<file path="src/rtl/hgnf_pkg.sv">
// ----------------------------------------------------------------------------
// hgnf_pkg
// Shared types and codes for the grid neighbor finder: command codes, the
// tag that rides the distance pipeline, and one result word.
// ----------------------------------------------------------------------------
package hgnf_pkg;

    localparam int ID_BITS   = 20;
    localparam int QIDX_BITS = 10;
    localparam int FUNC_BITS = 2;

    localparam logic [FUNC_BITS-1:0] FUNC_LOAD  = 2'd0;
    localparam logic [FUNC_BITS-1:0] FUNC_QUERY = 2'd1;
    localparam logic [FUNC_BITS-1:0] FUNC_CLEAR = 2'd2;

    typedef struct packed {
        logic               is_load;
        logic               skip;
        logic               is_end;
        logic [ID_BITS-1:0] id;
    } dist_tag_t;

    typedef struct packed {
        logic [ID_BITS-1:0] neighbor_id;
        logic               found;
        logic               last;
        logic               overflow;
        logic               bad_query;
    } result_t;

endpackage

</file>
<file path="src/rtl/hgnf_cmd_queue.sv">
// ----------------------------------------------------------------------------
// hgnf_cmd_queue
// Front end: accepts input words, drops unused function codes and queues
// load, query and clear commands for the back end.
// ----------------------------------------------------------------------------
module hgnf_cmd_queue #(
    parameter int COORD_BITS = 24
) (
    input  logic                                clk,
    input  logic                                rst_n,
    input  logic                                in_valid,
    output logic                                in_stall,
    input  logic [hgnf_pkg::FUNC_BITS-1:0]      func,
    input  logic signed [COORD_BITS-1:0]        x_coord,
    input  logic signed [COORD_BITS-1:0]        y_coord,
    input  logic [hgnf_pkg::ID_BITS-1:0]        cell_id,
    input  logic [hgnf_pkg::QIDX_BITS-1:0]      query_index,
    output logic                                cmd_valid,
    input  logic                                cmd_pop,
    output logic [hgnf_pkg::FUNC_BITS-1:0]      cmd_func,
    output logic signed [COORD_BITS-1:0]        cmd_x,
    output logic signed [COORD_BITS-1:0]        cmd_y,
    output logic [hgnf_pkg::ID_BITS-1:0]        cmd_id,
    output logic [hgnf_pkg::QIDX_BITS-1:0]      cmd_qidx
);

    import hgnf_pkg::*;

    localparam int DEPTH = 4;
    localparam int PW    = $clog2(DEPTH);
    localparam int CNTW  = $clog2(DEPTH + 1);

    logic [FUNC_BITS-1:0]         func_q [DEPTH];
    logic signed [COORD_BITS-1:0] x_q    [DEPTH];
    logic signed [COORD_BITS-1:0] y_q    [DEPTH];
    logic [ID_BITS-1:0]           id_q   [DEPTH];
    logic [QIDX_BITS-1:0]         qidx_q [DEPTH];

    logic [PW-1:0]   wr_ptr_reg;
    logic [PW-1:0]   wr_ptr_next;
    logic [PW-1:0]   rd_ptr_reg;
    logic [PW-1:0]   rd_ptr_next;
    logic [CNTW-1:0] cnt_reg;
    logic [CNTW-1:0] cnt_next;
    logic            is_cmd;
    logic            push;
    logic            pop;

    always_comb
    begin
        case (func)
            FUNC_LOAD:  is_cmd = 1'b1;
            FUNC_QUERY: is_cmd = 1'b1;
            FUNC_CLEAR: is_cmd = 1'b1;
            default:    is_cmd = 1'b0;
        endcase
    end

    assign in_stall  = (cnt_reg == CNTW'(DEPTH));
    assign push      = in_valid && !in_stall && is_cmd;
    assign cmd_valid = (cnt_reg != '0);
    assign pop       = cmd_valid && cmd_pop;

    assign cmd_func = func_q[rd_ptr_reg];
    assign cmd_x    = x_q[rd_ptr_reg];
    assign cmd_y    = y_q[rd_ptr_reg];
    assign cmd_id   = id_q[rd_ptr_reg];
    assign cmd_qidx = qidx_q[rd_ptr_reg];

    always_comb
    begin
        wr_ptr_next = push ? wr_ptr_reg + PW'(1) : wr_ptr_reg;
        rd_ptr_next = pop ? rd_ptr_reg + PW'(1) : rd_ptr_reg;
        cnt_next    = cnt_reg;
        if (push && !pop)
        begin
            cnt_next = cnt_reg + CNTW'(1);
        end
        else if (pop && !push)
        begin
            cnt_next = cnt_reg - CNTW'(1);
        end
    end

    always_ff @(posedge clk or negedge rst_n)
    begin
        if (!rst_n)
        begin
            wr_ptr_reg <= '0;
            rd_ptr_reg <= '0;
            cnt_reg    <= '0;
        end
        else
        begin
            wr_ptr_reg <= wr_ptr_next;
            rd_ptr_reg <= rd_ptr_next;
            cnt_reg    <= cnt_next;
        end
    end

    always_ff @(posedge clk)
    begin
        if (push)
        begin
            func_q[wr_ptr_reg] <= func;
            x_q[wr_ptr_reg]    <= x_coord;
            y_q[wr_ptr_reg]    <= y_coord;
            id_q[wr_ptr_reg]   <= cell_id;
            qidx_q[wr_ptr_reg] <= query_index;
        end
    end

endmodule

</file>
<file path="config.mk">
export PLATFORM = sky130hd
export DESIGN_NAME = hgnf_cmd_queue
export DESIGN_NICKNAME = d
export VERILOG_FILES = /design/src/rtl/hgnf_pkg.sv /design/src/rtl/hgnf_cmd_queue.sv
export SDC_FILE = /design/constraint.sdc
export NUM_CORES = 1
export LEC_CHECK = 0
export ABC_AREA = 1
export BUFFER_PORTS_ARGS = -buffer_cell sky130_fd_sc_hd__buf_2
export CORE_UTILIZATION = 47
export CTS_BUF_LIST = sky130_fd_sc_hd__clkbuf_8 sky130_fd_sc_hd__clkbuf_16
export DETAILED_ROUTE_END_ITERATION = 10
export PLACE_DENSITY = 0.8
export REMOVE_ABC_BUFFERS = 1
export SYNTH_ARGS = -nofsm -noshare
export SYNTH_HDL_FRONTEND = slang
export SYNTH_SLANG_ARGS = --single-unit
</file>
<file path="constraint.sdc">
create_clock -name clk -period 5 [get_ports clk]
set_clock_uncertainty 0.2 [all_clocks]
set_input_delay 0.75 -clock clk [delete_from_list [all_inputs] [get_ports clk]]
set_output_delay 0.75 -clock clk [all_outputs]
set_load 0.01 [all_outputs]
</file>
Yosys cells after proc, flatten, opt, wreduce, memory -nomap -nowiden

Memory sizes are Yosys's and may differ from the RTL's.
Cells that the tools add are included.

Flip-flop bits (word level): 7
Word-level logic and storage cells: 32
Bits of input ports: 84
Output and inout bits: 82
Memories: 5
Bits in writable memories: 320

Memory list:

| name   | depth | width | rd ports | clocked after memory_dff | wr ports | line                 | RTL |
|---|---|---|---|---|---|---|---|
| x_q    | 4     | 24    | 1        | 0                        | 1        | hgnf_cmd_queue.sv:34 | `logic signed [COORD_BITS-1:0] x_q [DEPTH];` |
| y_q    | 4     | 24    | 1        | 0                        | 1        | hgnf_cmd_queue.sv:35 | `logic signed [COORD_BITS-1:0] y_q [DEPTH];` |
| id_q   | 4     | 20    | 1        | 0                        | 1        | hgnf_cmd_queue.sv:36 | `logic [ID_BITS-1:0] id_q [DEPTH];` |
| qidx_q | 4     | 10    | 1        | 0                        | 1        | hgnf_cmd_queue.sv:37 | `logic [QIDX_BITS-1:0] qidx_q [DEPTH];` |
| func_q | 4     | 2     | 1        | 0                        | 1        | hgnf_cmd_queue.sv:33 | `logic [FUNC_BITS-1:0] func_q [DEPTH];` |

Reduce and logical (&&, ||, !) cells: 12
Equality and inequality tests: 3
Multiplexer cells: 5
Add/subtract/negate cells: 4

Operator list:

| cell                  | count |
|---|---|
| $mux W3               | 2 |
| $logic_and A1 B1 Y1   | 5 |
| $add A2 B1 Y2 const B | 2 |
| $add A3 B1 Y3 const B | 1 |
| $eq A3 B3 Y1 const B  | 1 |
| $logic_not A1 Y1      | 3 |
| $mux W1               | 3 |
| $reduce_bool A3 Y1    | 1 |
| $reduce_or A3 Y1      | 1 |
| $sub A3 B1 Y3 const B | 1 |
| $eq A2 B1 Y1 const B  | 1 |
| $eq A2 B2 Y1 const B  | 1 |
| $logic_not A2 Y1      | 1 |
| $reduce_bool A2 Y1    | 1 |

Depth between registers and ports, before layout

Depth in word-level cells: 8
Gate-level depth with buffers: 12
Gate-level depth less buffers: 12

Worst setup path after synthesis

OpenSTA, ideal clock, no wires.

Path type: input-to-reg
From: input in_valid
To: memory func_q[0][0], enable pin
Stages: 4
Data required time: 4.281 ns
Data arrival time: 4.472 ns
Setup time: 0.519 ns
Buffers on the path: 0
Setup slack: -0.191 ns
Cell sequence: inv_1 > a21oi_1 > nand2_1 > nor2_1

Longest elaborated chain between the ends: 4

RTL lines:

| what                              | line                  | RTL |
|---|---|---|
| from (decl)                       | hgnf_cmd_queue.sv:11  | `input logic in_valid,` |
| $logic_and A1 B1 Y1 (2 in series) | hgnf_cmd_queue.sv:60  | `assign push = in_valid && !in_stall && is_cmd;` |
| $mux W1                           | hgnf_cmd_queue.sv:103 | `if (push)` |
| $mux W1 (not written as such)     | hgnf_cmd_queue.sv:105 | `func_q[wr_ptr_reg] <= func;` |
| to (decl)                         | hgnf_cmd_queue.sv:33  |  |

No other way between the ends.

Worst setup path after layout

From: register rd_ptr_reg[0]
To: output cmd_qidx[9] in the netlist's numbering

Longest elaborated chain between the ends: 1

RTL lines:

| what                   | line                 | RTL |
|---|---|---|
| from (decl)            | hgnf_cmd_queue.sv:41 | `logic [PW-1:0] rd_ptr_reg;` |
| from (signal assigned) | hgnf_cmd_queue.sv:96 | `rd_ptr_reg <= rd_ptr_next;` |
| $mem_v2 Z4 W10         | --                   |  |
| to (decl)              | hgnf_cmd_queue.sv:24 | `output logic [hgnf_pkg::QIDX_BITS-1:0] cmd_qidx` |

No other way between the ends.

==> reports/results.md <==
| Step | Parameter | This run |
| --- | --- | --- |
| status | Run status | finished, final reports clean |
| drt | Number of DRC violations after detailed-routing iteration 0 | 513 |
| drt | DRC errors left | 0 |
| place | Area post-placement | 0.0145 mm2 |
| power | Worst vdd ir | 427 uV |
| global routing | Initial antenna violation count | 6 |
| global routing | Overall global routing resource usage | 0.168 |
| critical path | Cell breakdown of the critical path | inv_8, buf_4, nand2_1, o211ai_1, nand2_1, buf_2 |
| drt | First-pass iteration count of the detailed router | 4 |
| synth | Prevailing post-synth register cell | sky130_fd_sc_hd__edfxtp_1 |
| cts | Clock sink count | 327 |
| synth | Post-synthesis share of cell area spent on full adders, half adders and majority gates | 0.00615 |
| floorplan | Core region area | 0.0279 mm2 |
| floorplan | Number of standard-cell rows in the floorplan | 61 |
| global routing | Maximum number of pins on one net before global-route repair | 141 |
| sta | Fmax | 0.280 GHz |
| power | Power density over the cells | 576 mW/mm2 |
| critical path | Critical-path cell with the highest stage delay | sky130_fd_sc_hd__inv_8 |
| global routing | Number of global-route vias before repair | 7,591 |
| critical path | Crit path launch type | flop |
| min path | Number of stages on the worst hold path | 1 |
| critical path | CP required | 4050 ps |
| critical path | Category of the most critical setup path | flop to primary output |
| cts | Maximum count of clock buffers along a single path | 3 |
| synth | Post-synthesis instance total | 995 |
| cts | CTS clock-pin slew for the worst setup and hold paths | 60 ps |
| drt | Overall routed net length | 24,900 um |
| critical path | Number of gates on the worst path with buffers counted | 6 |
| floorplan | Die extent in y | 171 um |
| power | Leakage power | 6.32 nW |
| cells and area | Most common cell after layout, fill and taps aside | sky130_fd_sc_hd__edfxtp_1 |
| global routing | Wire length of the first global-routing pass | 37,900 um |
| min path | Path category of the worst min-delay check | input port to flop |
| global routing | Global-route congestion overflow total | 0 |
| cells and area | Ratio of cells with drive above 1 in the final layout | 0.234 |
| place | Port Buffer Count | 165 |
| flow run | Max-capacitance violation count | 0 |
| sta | Final period demand of the worst path | 3580 ps |
| drt | Met3 wire length | 1560 um |
| sta | Slew Limit Headroom | 0.466 |
| sta | Worst Tran Pin Value | 801 ps |
| drt | Uppermost layer routed | met5 |
| place | Gp weighted congestion | 0.742 |
| cts | Worst-Skew Late Latency | 500 ps |
| critical path | Buf/Inv on CP | 3 |
| sta | RSZ-0062 raised after global routing | no |
| synth | Compound-cell area share of the yosys netlist | 0.106 |
| cells and area | Most used cells in the layout excluding fill and tap cells | 320 x sky130_fd_sc_hd__edfxtp_1, 258 x sky130_fd_sc_hd__nand2_1, 177 x sky130_fd_sc_hd__inv_1, 165 x sky130_fd_sc_hd__buf_2, 119 x sky130_fd_sc_hd__o211ai_1 |
| drt | Overall via count from detail_route | 7,721 |
| place | Half-perimeter wire length after placement | 14,300 um |
| cells and area | Fillers | 2,210 |
| synth | Synth Cell Area | 0.0134 mm2 |
| synth | Basic-gate share of the synthesized area counting and, or, nand and nor cells | 0.0764 |
| place | Number of cells in the design after placement | 1,498 |
| synth | Mux share of post-synthesis cell area | 0 |
| sta | Setup-violating endpoint count in the final report | 0 |
| floorplan | Die outline area | 0.0292 mm2 |
| critical path | Most prevalent standard cell on the critical path | sky130_fd_sc_hd__nand2_1 |
| cts | Clock root buffer | sky130_fd_sc_hd__clkbuf_16 |
| cells and area | Total Nets Final | 1,248 |
| drt | Met2 wire length | 12,400 um |
| critical path | Worst-case reg-to-reg path depth | 5 |
| sta | Final Hold Viols | 0 |
| cells and area | Final standard cell area without fillers | 0.0156 mm2 |
| drt | Antenna-violating nets left | 0 |
| synth | Combinational family with the most area after synthesis | compound AO/OA/AOI/OAI gates |
| critical path | Arr. time, crit path | 2630 ps |
| synth | Synthesized flop and latch total | 327 |
| synth | Post-synthesis share of cell area spent on xor and xnor gates | 0.000653 |
| floorplan | Overall die width | 171 um |
| critical path | Max incr delay on CP | 580 ps |
| drt | Vias per Instance | 4.95 |
| cells and area | Post-route insts no fill | 1,559 |
| cts | Clock tree from TritonCTS | done |
| synth | Sequential area share after synthesis | 0.729 |
| critical path | Endpoint class of the critical path | primary output |
| synth | Mean Syn Cell Area | 13.5 um2 |
| drt | Per-cell routed wire length | 16.0 um |
| synth | Total number of yosys warnings | 0 |
| synth | Proportion of synthesized flip-flops having asynchronous set or reset | 0.0214 |
| cts | Number of clock buffers inserted by TritonCTS | 35 |
| sta | Pins over their slew limit | 0 |
| drt | Met1 routed wirelength after detailed routing | 10,400 um |
| cells and area | Layout Area Growth over Synthesis | 16.5% |
| sta | Post-route fraction of the period consumed by the critical path | 0.715 |
| critical path | Largest driver fanout on the critical path | 140 |
| floorplan | Effective utilization at floorplan | 0.480 |
| cts | H-tree level count | 2 |
| floorplan | Total I/O pin count | 166 |
| cells and area | Largest registers | x_q x96, y_q x96, id_q x80 |
| synth | Number of enable-type register cells in the synthesized netlist | 320 |
| synth | Number of unique standard cell types used by synthesis | 18 |
| critical path | Cell family contributing the most delay on the critical path | buffers and inverters |
| cts | Setup Buffers After CTS | 0 |
stage by stage:
step	setup TNS [ps]	util	total power [mW]	setup slack, ps	hold slack [ps]
CTS	0	0.559	9.11	1400	240
global placement	0	0.518	6.45	1860	298
global route	0	0.559	9.51	1250	243
detailed placement	0	0.518	6.54	1800	299
finish	0	0.560	9.01	1420	259
floorplan	-61260	-	5.53	-191	254
synth_stat cells (3+ instances only):
cell type                  instances  area (um2)
sky130_fd_sc_hd__edfxtp_1        320        9610
sky130_fd_sc_hd__nand2_1         258         968
sky130_fd_sc_hd__inv_1           174         653
sky130_fd_sc_hd__o211ai_1        119         893
sky130_fd_sc_hd__o211ai_2         41         513
sky130_fd_sc_hd__buf_6            31         349
sky130_fd_sc_hd__clkbuf_1         12        45.0
sky130_fd_sc_hd__buf_2             9        45.0
sky130_fd_sc_hd__dfrtp_1           7         175
sky130_fd_sc_hd__nand3_1           7        35.0
sky130_fd_sc_hd__ha_1              5        62.6
sky130_fd_sc_hd__nor2_1            4        15.0
sky130_fd_sc_hd__inv_2             3        11.3
repair_timing:
action,CTS,global route
hold endpoints to repair,7,0
gates resized for setup,0,0
hold buffers,1,0
power by group:
| part | switching (mW) | leakage, nW | internal, mW |
|---|---|---|---|
| clock network | 0.975 | 0.567 | 1.58 |
| logic | 1.87 | 2.75 | 0.949 |
| registers | 0.170 | 3.00 | 3.47 |
final cells by class:
class / instances / area [um2] / share of cell area
Antenna cell: 5 / 12.5 / 0.000800
Clock buffer: 35 / 876 / 0.0560
Clock inverter: 20 / 260 / 0.0166
Inverter: 177 / 673 / 0.0431
Multi-Input combinational cell: 439 / 2560 / 0.164
Sequential cell: 327 / 9790 / 0.626
Tap cell: 378 / 473 / 0.0303
Timing Repair Buffer: 178 / 988 / 0.0632
layer usage:
metal,track usage,up-vias
met5,0,-
met3,0.0451,49
li1,-,3791
met4,0.0586,2
met1,0.197,3676
met2,0.297,203
path summary, 6_finish.rpt:
check | from | to | slack, ps
worst max-delay path | rd_ptr_reg[0] | cmd_qidx[9] | 1420
worst min-delay path | cell_id[8] | id_q[3][8] | 260
worst max register to register | cnt_reg[0] | id_q[0][0] | 2400
worst min register to register | cnt_reg[2] | cnt_reg[2] | 310
max in group asynchronous | rst_n | rd_ptr_reg[1] | 3980
min in group asynchronous | rst_n | wr_ptr_reg[0] | 430
cell families after synthesis:
family          Yosys count
fa+ha+maj                 6
buf+inv                 229
compound gates          162
simple gates            270
flops                   327
xor+xnor                  1
(Power assumes the default switching activity.)
