===== src/rtl/hgnf_pkg.sv =====
// ----------------------------------------------------------------------------
// hgnf_pkg
// Shared types and codes for the grid neighbor finder: command codes, the
// tag that rides the distance pipeline, and one result word.
// ----------------------------------------------------------------------------
package hgnf_pkg;

    localparam int ID_BITS   = 20;
    localparam int QIDX_BITS = 10;
    localparam int FUNC_BITS = 2;

    localparam logic [FUNC_BITS-1:0] FUNC_LOAD  = 2'd0;
    localparam logic [FUNC_BITS-1:0] FUNC_QUERY = 2'd1;
    localparam logic [FUNC_BITS-1:0] FUNC_CLEAR = 2'd2;

    typedef struct packed {
        logic               is_load;
        logic               skip;
        logic               is_end;
        logic [ID_BITS-1:0] id;
    } dist_tag_t;

    typedef struct packed {
        logic [ID_BITS-1:0] neighbor_id;
        logic               found;
        logic               last;
        logic               overflow;
        logic               bad_query;
    } result_t;

endpackage


===== src/rtl/hgnf_result_buf.sv =====
// ----------------------------------------------------------------------------
// hgnf_result_buf
// Output queue that holds every result word of one query, so the walk
// never has to stop for the downstream side.
// ----------------------------------------------------------------------------
module hgnf_result_buf #(
    parameter int DEPTH = 6
) (
    input  logic               clk,
    input  logic               rst_n,
    input  logic               push_valid,
    input  hgnf_pkg::result_t  push_data,
    output logic               empty,
    output logic               out_valid,
    input  logic               out_stall,
    output hgnf_pkg::result_t  out_data
);

    import hgnf_pkg::*;

    localparam int PW   = (DEPTH > 1) ? $clog2(DEPTH) : 1;
    localparam int CNTW = $clog2(DEPTH + 1);

    result_t         buf_q [DEPTH];
    logic [PW-1:0]   wr_ptr_reg;
    logic [PW-1:0]   wr_ptr_next;
    logic [PW-1:0]   rd_ptr_reg;
    logic [PW-1:0]   rd_ptr_next;
    logic [CNTW-1:0] cnt_reg;
    logic [CNTW-1:0] cnt_next;
    logic            pop;

    assign empty     = (cnt_reg == '0);
    assign out_valid = !empty;
    assign out_data  = buf_q[rd_ptr_reg];
    assign pop       = out_valid && !out_stall;

    always_comb
    begin
        wr_ptr_next = wr_ptr_reg;
        rd_ptr_next = rd_ptr_reg;
        cnt_next    = cnt_reg;
        if (push_valid)
        begin
            wr_ptr_next = (wr_ptr_reg == PW'(DEPTH - 1)) ? '0 : wr_ptr_reg + PW'(1);
        end
        if (pop)
        begin
            rd_ptr_next = (rd_ptr_reg == PW'(DEPTH - 1)) ? '0 : rd_ptr_reg + PW'(1);
        end
        if (push_valid && !pop)
        begin
            cnt_next = cnt_reg + CNTW'(1);
        end
        else if (pop && !push_valid)
        begin
            cnt_next = cnt_reg - CNTW'(1);
        end
    end

    always_ff @(posedge clk or negedge rst_n)
    begin
        if (!rst_n)
        begin
            wr_ptr_reg <= '0;
            rd_ptr_reg <= '0;
            cnt_reg    <= '0;
        end
        else
        begin
            wr_ptr_reg <= wr_ptr_next;
            rd_ptr_reg <= rd_ptr_next;
            cnt_reg    <= cnt_next;
        end
    end

    always_ff @(posedge clk)
    begin
        if (push_valid)
        begin
            buf_q[wr_ptr_reg] <= push_data;
        end
    end

endmodule


===== config.mk =====
export PLATFORM = sky130hd
export DESIGN_NAME = hgnf_result_buf
export DESIGN_NICKNAME = d
export VERILOG_FILES = /design/src/rtl/hgnf_pkg.sv /design/src/rtl/hgnf_result_buf.sv
export SDC_FILE = /design/constraint.sdc
export NUM_CORES = 1
export LEC_CHECK = 0
export BUFFER_PORTS_ARGS = -buffer_cell sky130_fd_sc_hd__buf_2
export CAP_MARGIN = 0
export CORE_ASPECT_RATIO = 1.4
export CORE_UTILIZATION = 50
export DETAILED_ROUTE_END_ITERATION = 8
export PLACE_DENSITY = 0.69
export SKIP_LAST_GASP = 1
export SYNTH_ARGS = -nofsm -noshare
export SYNTH_HDL_FRONTEND = slang
export SYNTH_SLANG_ARGS = --single-unit

===== constraint.sdc =====
create_clock -name clk -period 4 [get_ports clk]
set_clock_uncertainty 0.05 [all_clocks]
set_input_delay 0 -clock clk [delete_from_list [all_inputs] [get_ports clk]]
set_output_delay 0 -clock clk [all_outputs]
set_load 0.1 [all_outputs]

Word-level counts from Yosys, hierarchy flattened
Memory sizes are Yosys's and may differ from the RTL's.
Cells that the tools add are included.

operators by class
  muxes and demuxes = 6
  equal/unequal tests = 2
  reduce and logical (&&, ||, !) cells = 9
  $add $sub $neg = 4

operators by type and width
  cell                                              number
  two-way mux 3 bit                                 4
  adder 3 x 1 -> 3 bit, second input constant       3
  equality test 3 bit, second input constant        2
  zero test 1 bit                                   4
  logical AND 1 bit                                 3
  zero test 3 bit                                   1
  subtractor 3 x 1 -> 3 bit, second input constant  1
  two-way mux 1 bit                                 2
  nonzero test 2 bit                                1

word-level totals
  memories = 1
  logic and storage cells = 25
  RAM bits = 144
  register bits = 9
  output and inout port bits = 26

memories
  name   words  width  read ports  clocked after Yosys merged registers in  wr ports  line                   RTL
  buf_q  6      24     1           0                                        1         hgnf_result_buf.sv:24  result_t buf_q [DEPTH];

Longest topological paths before layout
Gate-level depths: netlist of run 1.

  depth after elaboration = 6
  gate-level depth with buffers = 8
  depth with buffers taken out = 8

Worst setup path before layout of run 1
Ideal clock, no wire load.

  path type = register to register
  start = register cnt_reg[0]
  end = register cnt_reg[2]
  path buffers = 0
  period minus slack after synthesis = 3,153 ps
  required time = 3,871 ps
  data arrival time = 3,024 ps
  slack = 847 ps
  stages on the path, launching flop included = 9
  setup time = 79 ps
  cell sequence = dfrtp_1 -> nor3_2 -> or2_2 -> ha_1 -> inv_1 -> fa_1 -> xor2_1 -> nor2_1 -> xor2_1

on the way
  cells in the longest elaborated chain, start to end = 6
  elaborated cells on any way between the ends = 11

RTL lines
  element                                                  line                   RTL
  start: declaration                                       hgnf_result_buf.sv:29  logic [CNTW-1:0] cnt_reg;
  start signal: assignment                                 hgnf_result_buf.sv:73  cnt_reg <= cnt_next;
  zero test 3 bit (*)                                      hgnf_result_buf.sv:33  assign empty = (cnt_reg == '0);
  net empty                                                hgnf_result_buf.sv:13  output logic empty,
  zero test 1 bit (*)                                      hgnf_result_buf.sv:34  assign out_valid = !empty;
  logical AND 1 bit (*)                                    hgnf_result_buf.sv:36  assign pop = out_valid && !out_stall;
  zero test 1 bit                                          hgnf_result_buf.sv:51  if (push_valid && !pop)
  logical AND 1 bit                                        hgnf_result_buf.sv:51
  two-way mux 3 bit or nonzero test 2 bit (tied branches)  -

Mark *: on every way through the listed nets, which the timed path passes. The rest lies on a longest branch. The select of a mux whose other input is x is not followed.
A chain may end at the register's enable or synchronous reset.

==> run_results.csv, run 1 <==
group,metric,value,unit
detailed_routing,drc,0,
worst_setup_path,reg2reg_to,"buf_q[1][4]$_DFFE_PP_",
synthesis,synth_top_flop_cell,"edfxtp_1",
die,fp.dieW,94.82,um
cts,ctsLongestPathBuffers,2,
placement,portBuffers,53,
timing,slew_headroom,33.96,%
synthesis,synthesis.area,0.006031,sq mm
finish,area_growth,22.55,%
detailed_routing,vias,3111,
worst_setup_path,reg2reg_depth,3,
worst_setup_path,critPathLaunchType,"register",
cts,h-tree-depth,4,
cts,cts_tree,"done",
worst_hold_path,holdPathStages,2,
grt,antenna_found_initial,0,
synthesis,synth_edf_count,144,
finish,nNetsFinal,444,
timing,period_share,67.95,%
timing,rsz0062_at_grt,"false",
cts,clock-sinks,153,
die,dieArea,0.01251,sq mm
placement,gp_congestion,0.7132,
synthesis,yosys.cell_count.top_type,"edfxtp_1",
grt,grt_pass1_wl,17800,um
cts,cts_made_buffers,17,
timing,max_freq,0.3679,GHz
finish,max_flop_register,"buf_q",
worst_hold_path,hold_start,"push_data[18]",
synthesis,yosysTopAreaCell,"edfxtp_1",
grt,overflow,0,
worst_setup_path,crit_fanout,61,
timing,hold_violations,0,
synthesis,syn-num-nets,350,
detailed_routing,drtAntennaViolNets,0,
grt,grtUsageTotal,19.72,%
die,floorplan.rows,47,
synthesis,yosysSeqAreaShare,75.44,%
finish,final_cell_area,0.007391,sq mm
worst_hold_path,hold_end,"buf_q[4][18]$_DFFE_PP_",
synthesis,yosys_warnings,0,
detailed_routing,drt_iter0_markers,187,
synthesis,synth-async-reset-ratio,5.882,%
worst_setup_path,crit_arrival,2.67,ns
detailed_routing,wl_per_cell,19.02,um
cts,post_cts_buffers,0,
worst_setup_path,crit_path_end_kind,"output port",
die,start_util,51.28,%
timing,period_needed,2.718,ns
worst_setup_path,crit_type,"reg -> out",
synthesis,avgSynthCellArea,18.85,sq um
finish,largest_reg_flops,144,
cts,clock-root-buffer,"clkbuf_16",
timing,timing.setup.tns,0,ns
synthesis,netlist.area_leader.share,71.70,%
detailed_routing,vias_per_cell,5.420,
die,io-pin-count,54,
worst_hold_path,min_path_type,"in -> reg",
synthesis,synthTopCellsByCount,"edfxtp_1, mux2i_1, nand2_1, mux2_2, o221ai_1",
flow_run,drv_cap,0,
placement,place_area,0.006472,sq mm
timing,worst_pin_slew,0.9907,ns
timing,finalSetupViolCount,0,
synthesis,synth_cell_types,27,
status,status,"finished, final reports clean",
finish,antenna_cells,0,
detailed_routing,drtPass1Iterations,4,
cts,path_clk_slew,0.06,ns
cts,cts_resized,0,
detailed_routing,routed_wl,10920,um
synthesis,synth.area.top_cells,"edfxtp_1, mux2i_1, dfrtp_1",
placement,dp_cells,514,
synthesis,yosys_register_bits,153,
cts,clock_latency,0.41,ns
finish,final_layout_size_suffix_gt1_share,32.55,%
synthesis,syn_inst,320,
die,fp.dieH,131.9,um
worst_setup_path,r2r_setup_slack,1.83,ns
grt,grt_max_degree,62,
worst_setup_path,r2r_start,"wr_ptr_reg[0]$_DFFE_PN0P_",
placement,dp_hpwl,6267,um
finish,fin_cells,574,
die,coreArea,0.01176,sq mm
worst_setup_path,worst_ep_required_time,3.95,ns
grt,grt_pass1_vias,3324,
timing,maxSlewViolCount,0,
-- worst max-delay path, cell delays in order, from the launching register on --
cell,delay [ns]
dfrtp_4,1.08
buf_4,0.36
mux2_4,0.31
nand2_1,0.06
o221ai_1,0.09
buf_2,0.33
-- metrics by stage --
stage | setup slack, ns | hold WS [ns] | utilization, %
final | 1.282 | 0.3007 | 62.84
after global routing | 1.129 | 0.3195 | 62.84
after CTS | 1.229 | 0.2875 | 62.84
after detailed placement | 1.682 | -0.1795 | 55.03
after global placement | 1.697 | -0.1831 | 55.03
after floorplan | 0.8469 | -0.3456 | -
-- what timing repair did --
action / in CTS / in global routing
hold endpoints to repair: 158 / 0
endpoints found under the setup margin: 0 / 0
hold buffers: 28 / 0
-- cell families after synthesis --
logic type | after synthesis | share of synthesized area [%]
buf+inv | 19 | 1.929
xor+xnor | 5 | 0.7263
compound gates | 26 | 4.668
mux | 75 | 13.59
fa+ha+maj | 2 | 0.5394
flops | 153 | 75.44
simple gates | 40 | 3.112
-- worst max-delay path by stage --
stage,from,to,slack (ns),cells after the start
after global placement,rd_ptr_reg[0]$_DFFE_PN0P_,out_data[13],1.70,5
after global routing,rd_ptr_reg[0]$_DFFE_PN0P_,out_data[17],1.13,5
after floorplan,cnt_reg[0]$_DFFE_PN0P_,cnt_reg[2]$_DFFE_PN0P_,0.85,8
after detailed placement,rd_ptr_reg[0]$_DFFE_PN0P_,out_data[13],1.68,5
final,rd_ptr_reg[0]$_DFFE_PN0P_,out_data[13],1.28,5
after CTS,rd_ptr_reg[0]$_DFFE_PN0P_,out_data[13],1.23,5
-- per-layer routing --
| layer | global-route usage (%) | part of all wire (%) |
|---|---|---|
| met1 | 23.68 | 41 |
| met2 | 33.37 | 53 |
| met3 | 4.671 | 3.4 |
| met4 | 8.670 | 2.5 |
| met5 | 0 | 0 |
-- placed cells by master (no fill, tap or decap), types with 5 or more instances in the layout --
master and instances:
buf_2 53, buf_4 9, clkbuf_16 17, dfrtp_1 8, dlygate4sd3_1 28, edfxtp_1 144, inv_6 5, mux2_2 15
mux2_4 10, mux2i_1 50, nand2_1 27, o221ai_1 15, o221ai_2 9
-- layout make-up --
cell class / count / area, sq um
Timing Repair Buffer: 90 / 613.1
Clock buffer: 17 / 425.4
Multi-Input combinational cell: 148 / 1388
Clock inverter: 15 / 212.7
Tap cell: 147 / 183.9
Sequential cell: 153 / 4553
Inverter: 4 / 15.01
Fill cell: 848 / 4370
Power of run 1 is left out: the tool's default activity adds up to more than one toggle a clock period on the data nets, which glitch-free logic cannot reach.
==> run 2: changes to the inputs <==
--- a/config.mk
+++ b/config.mk
@@ -10,7 +10,7 @@
 export CORE_ASPECT_RATIO = 1.4
 export CORE_UTILIZATION = 50
 export DETAILED_ROUTE_END_ITERATION = 8
-export PLACE_DENSITY = 0.69
+export PLACE_DENSITY = 0.72
 export SKIP_LAST_GASP = 1
 export SYNTH_ARGS = -nofsm -noshare
 export SYNTH_HDL_FRONTEND = slang
==> constraint.sdc (replaced) <==
create_clock -name clk -period 2.4 [get_ports clk]
set_clock_uncertainty 0.05 [all_clocks]
set_input_delay 0 -clock clk [delete_from_list [all_inputs] [get_ports clk]]
set_output_delay 0 -clock clk [all_outputs]
set_load 0.1 [all_outputs]
==> run 2 against run 1 <==
Via count fell by 1.0%. Setup slack got worse by 1.1 ns. Die area did not move. Critical path type unchanged. Routed wire length fell by 1.3%. Design area rose by 1.9%. Largest cell class unchanged. Register-to-register slack got worse by 1.4 ns. Clock-buffer cell count rose by 1. Critical path depth did not move. Final cell count rose by 0.70%. Sequential share of layout area fell by 1.2 points. Global-route usage fell by 0.58 points.
==> run_results.csv, run 2 (synthesized netlist as in run 1, its figures left out) <==
group,metric,value,unit
worst_setup_path,critPathLaunchType,"register",
cts,clock-root-buffer,"clkbuf_16",
die,floorplan.rows,47,
grt,antenna_found_initial,0,
timing,period_needed,2.175,ns
die,coreArea,0.01176,sq mm
timing,slew_headroom,65.14,%
status,status,"finished, final reports clean",
placement,dp_cells,518,
worst_setup_path,r2r_start,"cnt_reg[1]$_DFFE_PN0P_",
finish,max_flop_register,"buf_q",
grt,overflow,0,
flow_run,drv_cap,0,
cts,cts_tree,"done",
detailed_routing,wl_per_cell,18.64,um
finish,final_layout_size_suffix_gt1_share,35.73,%
finish,nNetsFinal,448,
finish,antenna_cells,0,
detailed_routing,vias,3079,
detailed_routing,drc,0,
finish,area_growth,24.90,%
detailed_routing,drtAntennaViolNets,0,
cts,cts_resized,0,
finish,register_area,0.004553,sq mm
timing,finalSetupViolCount,0,
die,start_util,51.28,%
worst_hold_path,min_path_type,"in -> reg",
grt,grt_max_degree,39,
finish,fin_cells,578,
cts,h-tree-depth,4,
worst_setup_path,crit_type,"reg -> out",
cts,clock_latency,0.41,ns
worst_setup_path,reg2reg_depth,8,
cts,ctsLongestPathBuffers,2,
finish,largest_reg_flops,144,
timing,max_freq,0.4598,GHz
worst_setup_path,crit_arrival,2.13,ns
worst_setup_path,r2r_setup_slack,0.44,ns
worst_hold_path,hold_start,"push_data[0]",
cts,cts_made_buffers,17,
timing,timing.setup.tns,0,ns
detailed_routing,vias_per_cell,5.327,
die,io-pin-count,54,
grt,grtUsageTotal,19.14,%
timing,period_share,90.63,%
placement,dp_hpwl,6358,um
worst_setup_path,reg2reg_to,"cnt_reg[2]$_DFFE_PN0P_",
die,fp.dieW,94.82,um
detailed_routing,drt_iter0_markers,121,
placement,gp_congestion,0.7035,
cts,clock-sinks,153,
finish,layout_commonest_cell,"edfxtp_1",
finish,final_cell_mix,"edfxtp_1, buf_2, mux2i_1",
timing,worst_pin_slew,0.5265,ns
timing,hold_violations,0,
grt,grt_pass1_vias,3289,
worst_hold_path,hold_end,"buf_q[0][0]$_DFFE_PP_",
worst_setup_path,crit_path_end_kind,"output port",
die,fp.dieH,131.9,um
grt,grt_pass1_wl,17040,um
cts,path_clk_slew,0.06,ns
worst_setup_path,crit_fanout,17,
worst_hold_path,holdPathStages,2,
timing,rsz0062_at_grt,"false",
finish,nFillCells,842,
detailed_routing,drtPass1Iterations,4,
worst_setup_path,worst_ep_required_time,2.35,ns
finish,multi_input_area,0.001528,sq mm
placement,portBuffers,53,
die,dieArea,0.01251,sq mm
detailed_routing,routed_wl,10770,um
timing,maxSlewViolCount,0,
==> run 2: routing by layer <==
metal,GRT usage [%],up-vias,routed length [um],share of wire (%)
met5,0,-,0,0
met4,8.923,0,251,2.3
met3,4.152,21,365,3.4
met2,33.17,65,5815,54
met1,22.22,1535,4340,40
li1,-,1458,-,-
==> run 2: worst max-delay path, stage by stage, from the launching register on <==
cell and delay [ns]:
dfrtp_1 0.37, inv_1 0.12, nand2_2 0.24, buf_12 0.26, o221ai_2 0.24, buf_2 0.47
==> run 2: worst max path at each step <==
stage                     slack, ns                endpoint                      start  depth (start not counted)
final                          0.22            out_data[17]  rd_ptr_reg[2]$_DFFE_PN0P_                          5
after global routing           0.14            out_data[17]  rd_ptr_reg[2]$_DFFE_PN0P_                          5
after CTS                      0.19            out_data[17]  rd_ptr_reg[2]$_DFFE_PN0P_                          5
after detailed placement       0.44  cnt_reg[2]$_DFFE_PN0P_     cnt_reg[1]$_DFFE_PN0P_                          8
after global placement         0.52  cnt_reg[2]$_DFFE_PN0P_     cnt_reg[1]$_DFFE_PN0P_                          8
after floorplan               -0.20  cnt_reg[2]$_DFFE_PN0P_     cnt_reg[1]$_DFFE_PN0P_                          8
==> run 2: per-stage QoR <==
| step | instance area [sq um] | hold slack [ns] | worst slack, ns | utilization, % |
|---|---|---|---|---|
| global placement | 6693 | -0.1776 | 0.5228 | 56.90 |
| floorplan | 6166 | -0.3456 | -0.1963 | - |
| detailed placement | 6693 | -0.1736 | 0.4428 | 56.90 |
| finish | 7532 | 0.3075 | 0.2250 | 64.04 |
| global route | 7532 | 0.3208 | 0.1373 | 64.04 |
| CTS | 7532 | 0.2926 | 0.1949 | 64.04 |
==> run 2: final cells by class <==
type / instances / share of cell area [%]
multi-input cells: 148 / 20.28
repair buffers: 94 / 9.203
clock inverters: 14 / 1.728
well taps: 147 / 2.442
clock buffers: 18 / 5.698
flip-flops and latches: 153 / 60.45
inverters: 4 / 0.1993
==> run 2: what timing repair did <==
| action | CTS | global route |
|---|---|---|
| endpoints found under the hold margin | 158 | 0 |
| setup buffers | 0 | 0 |
| hold buffers | 28 | 0 |
Power of run 2 is left out for the same reason.
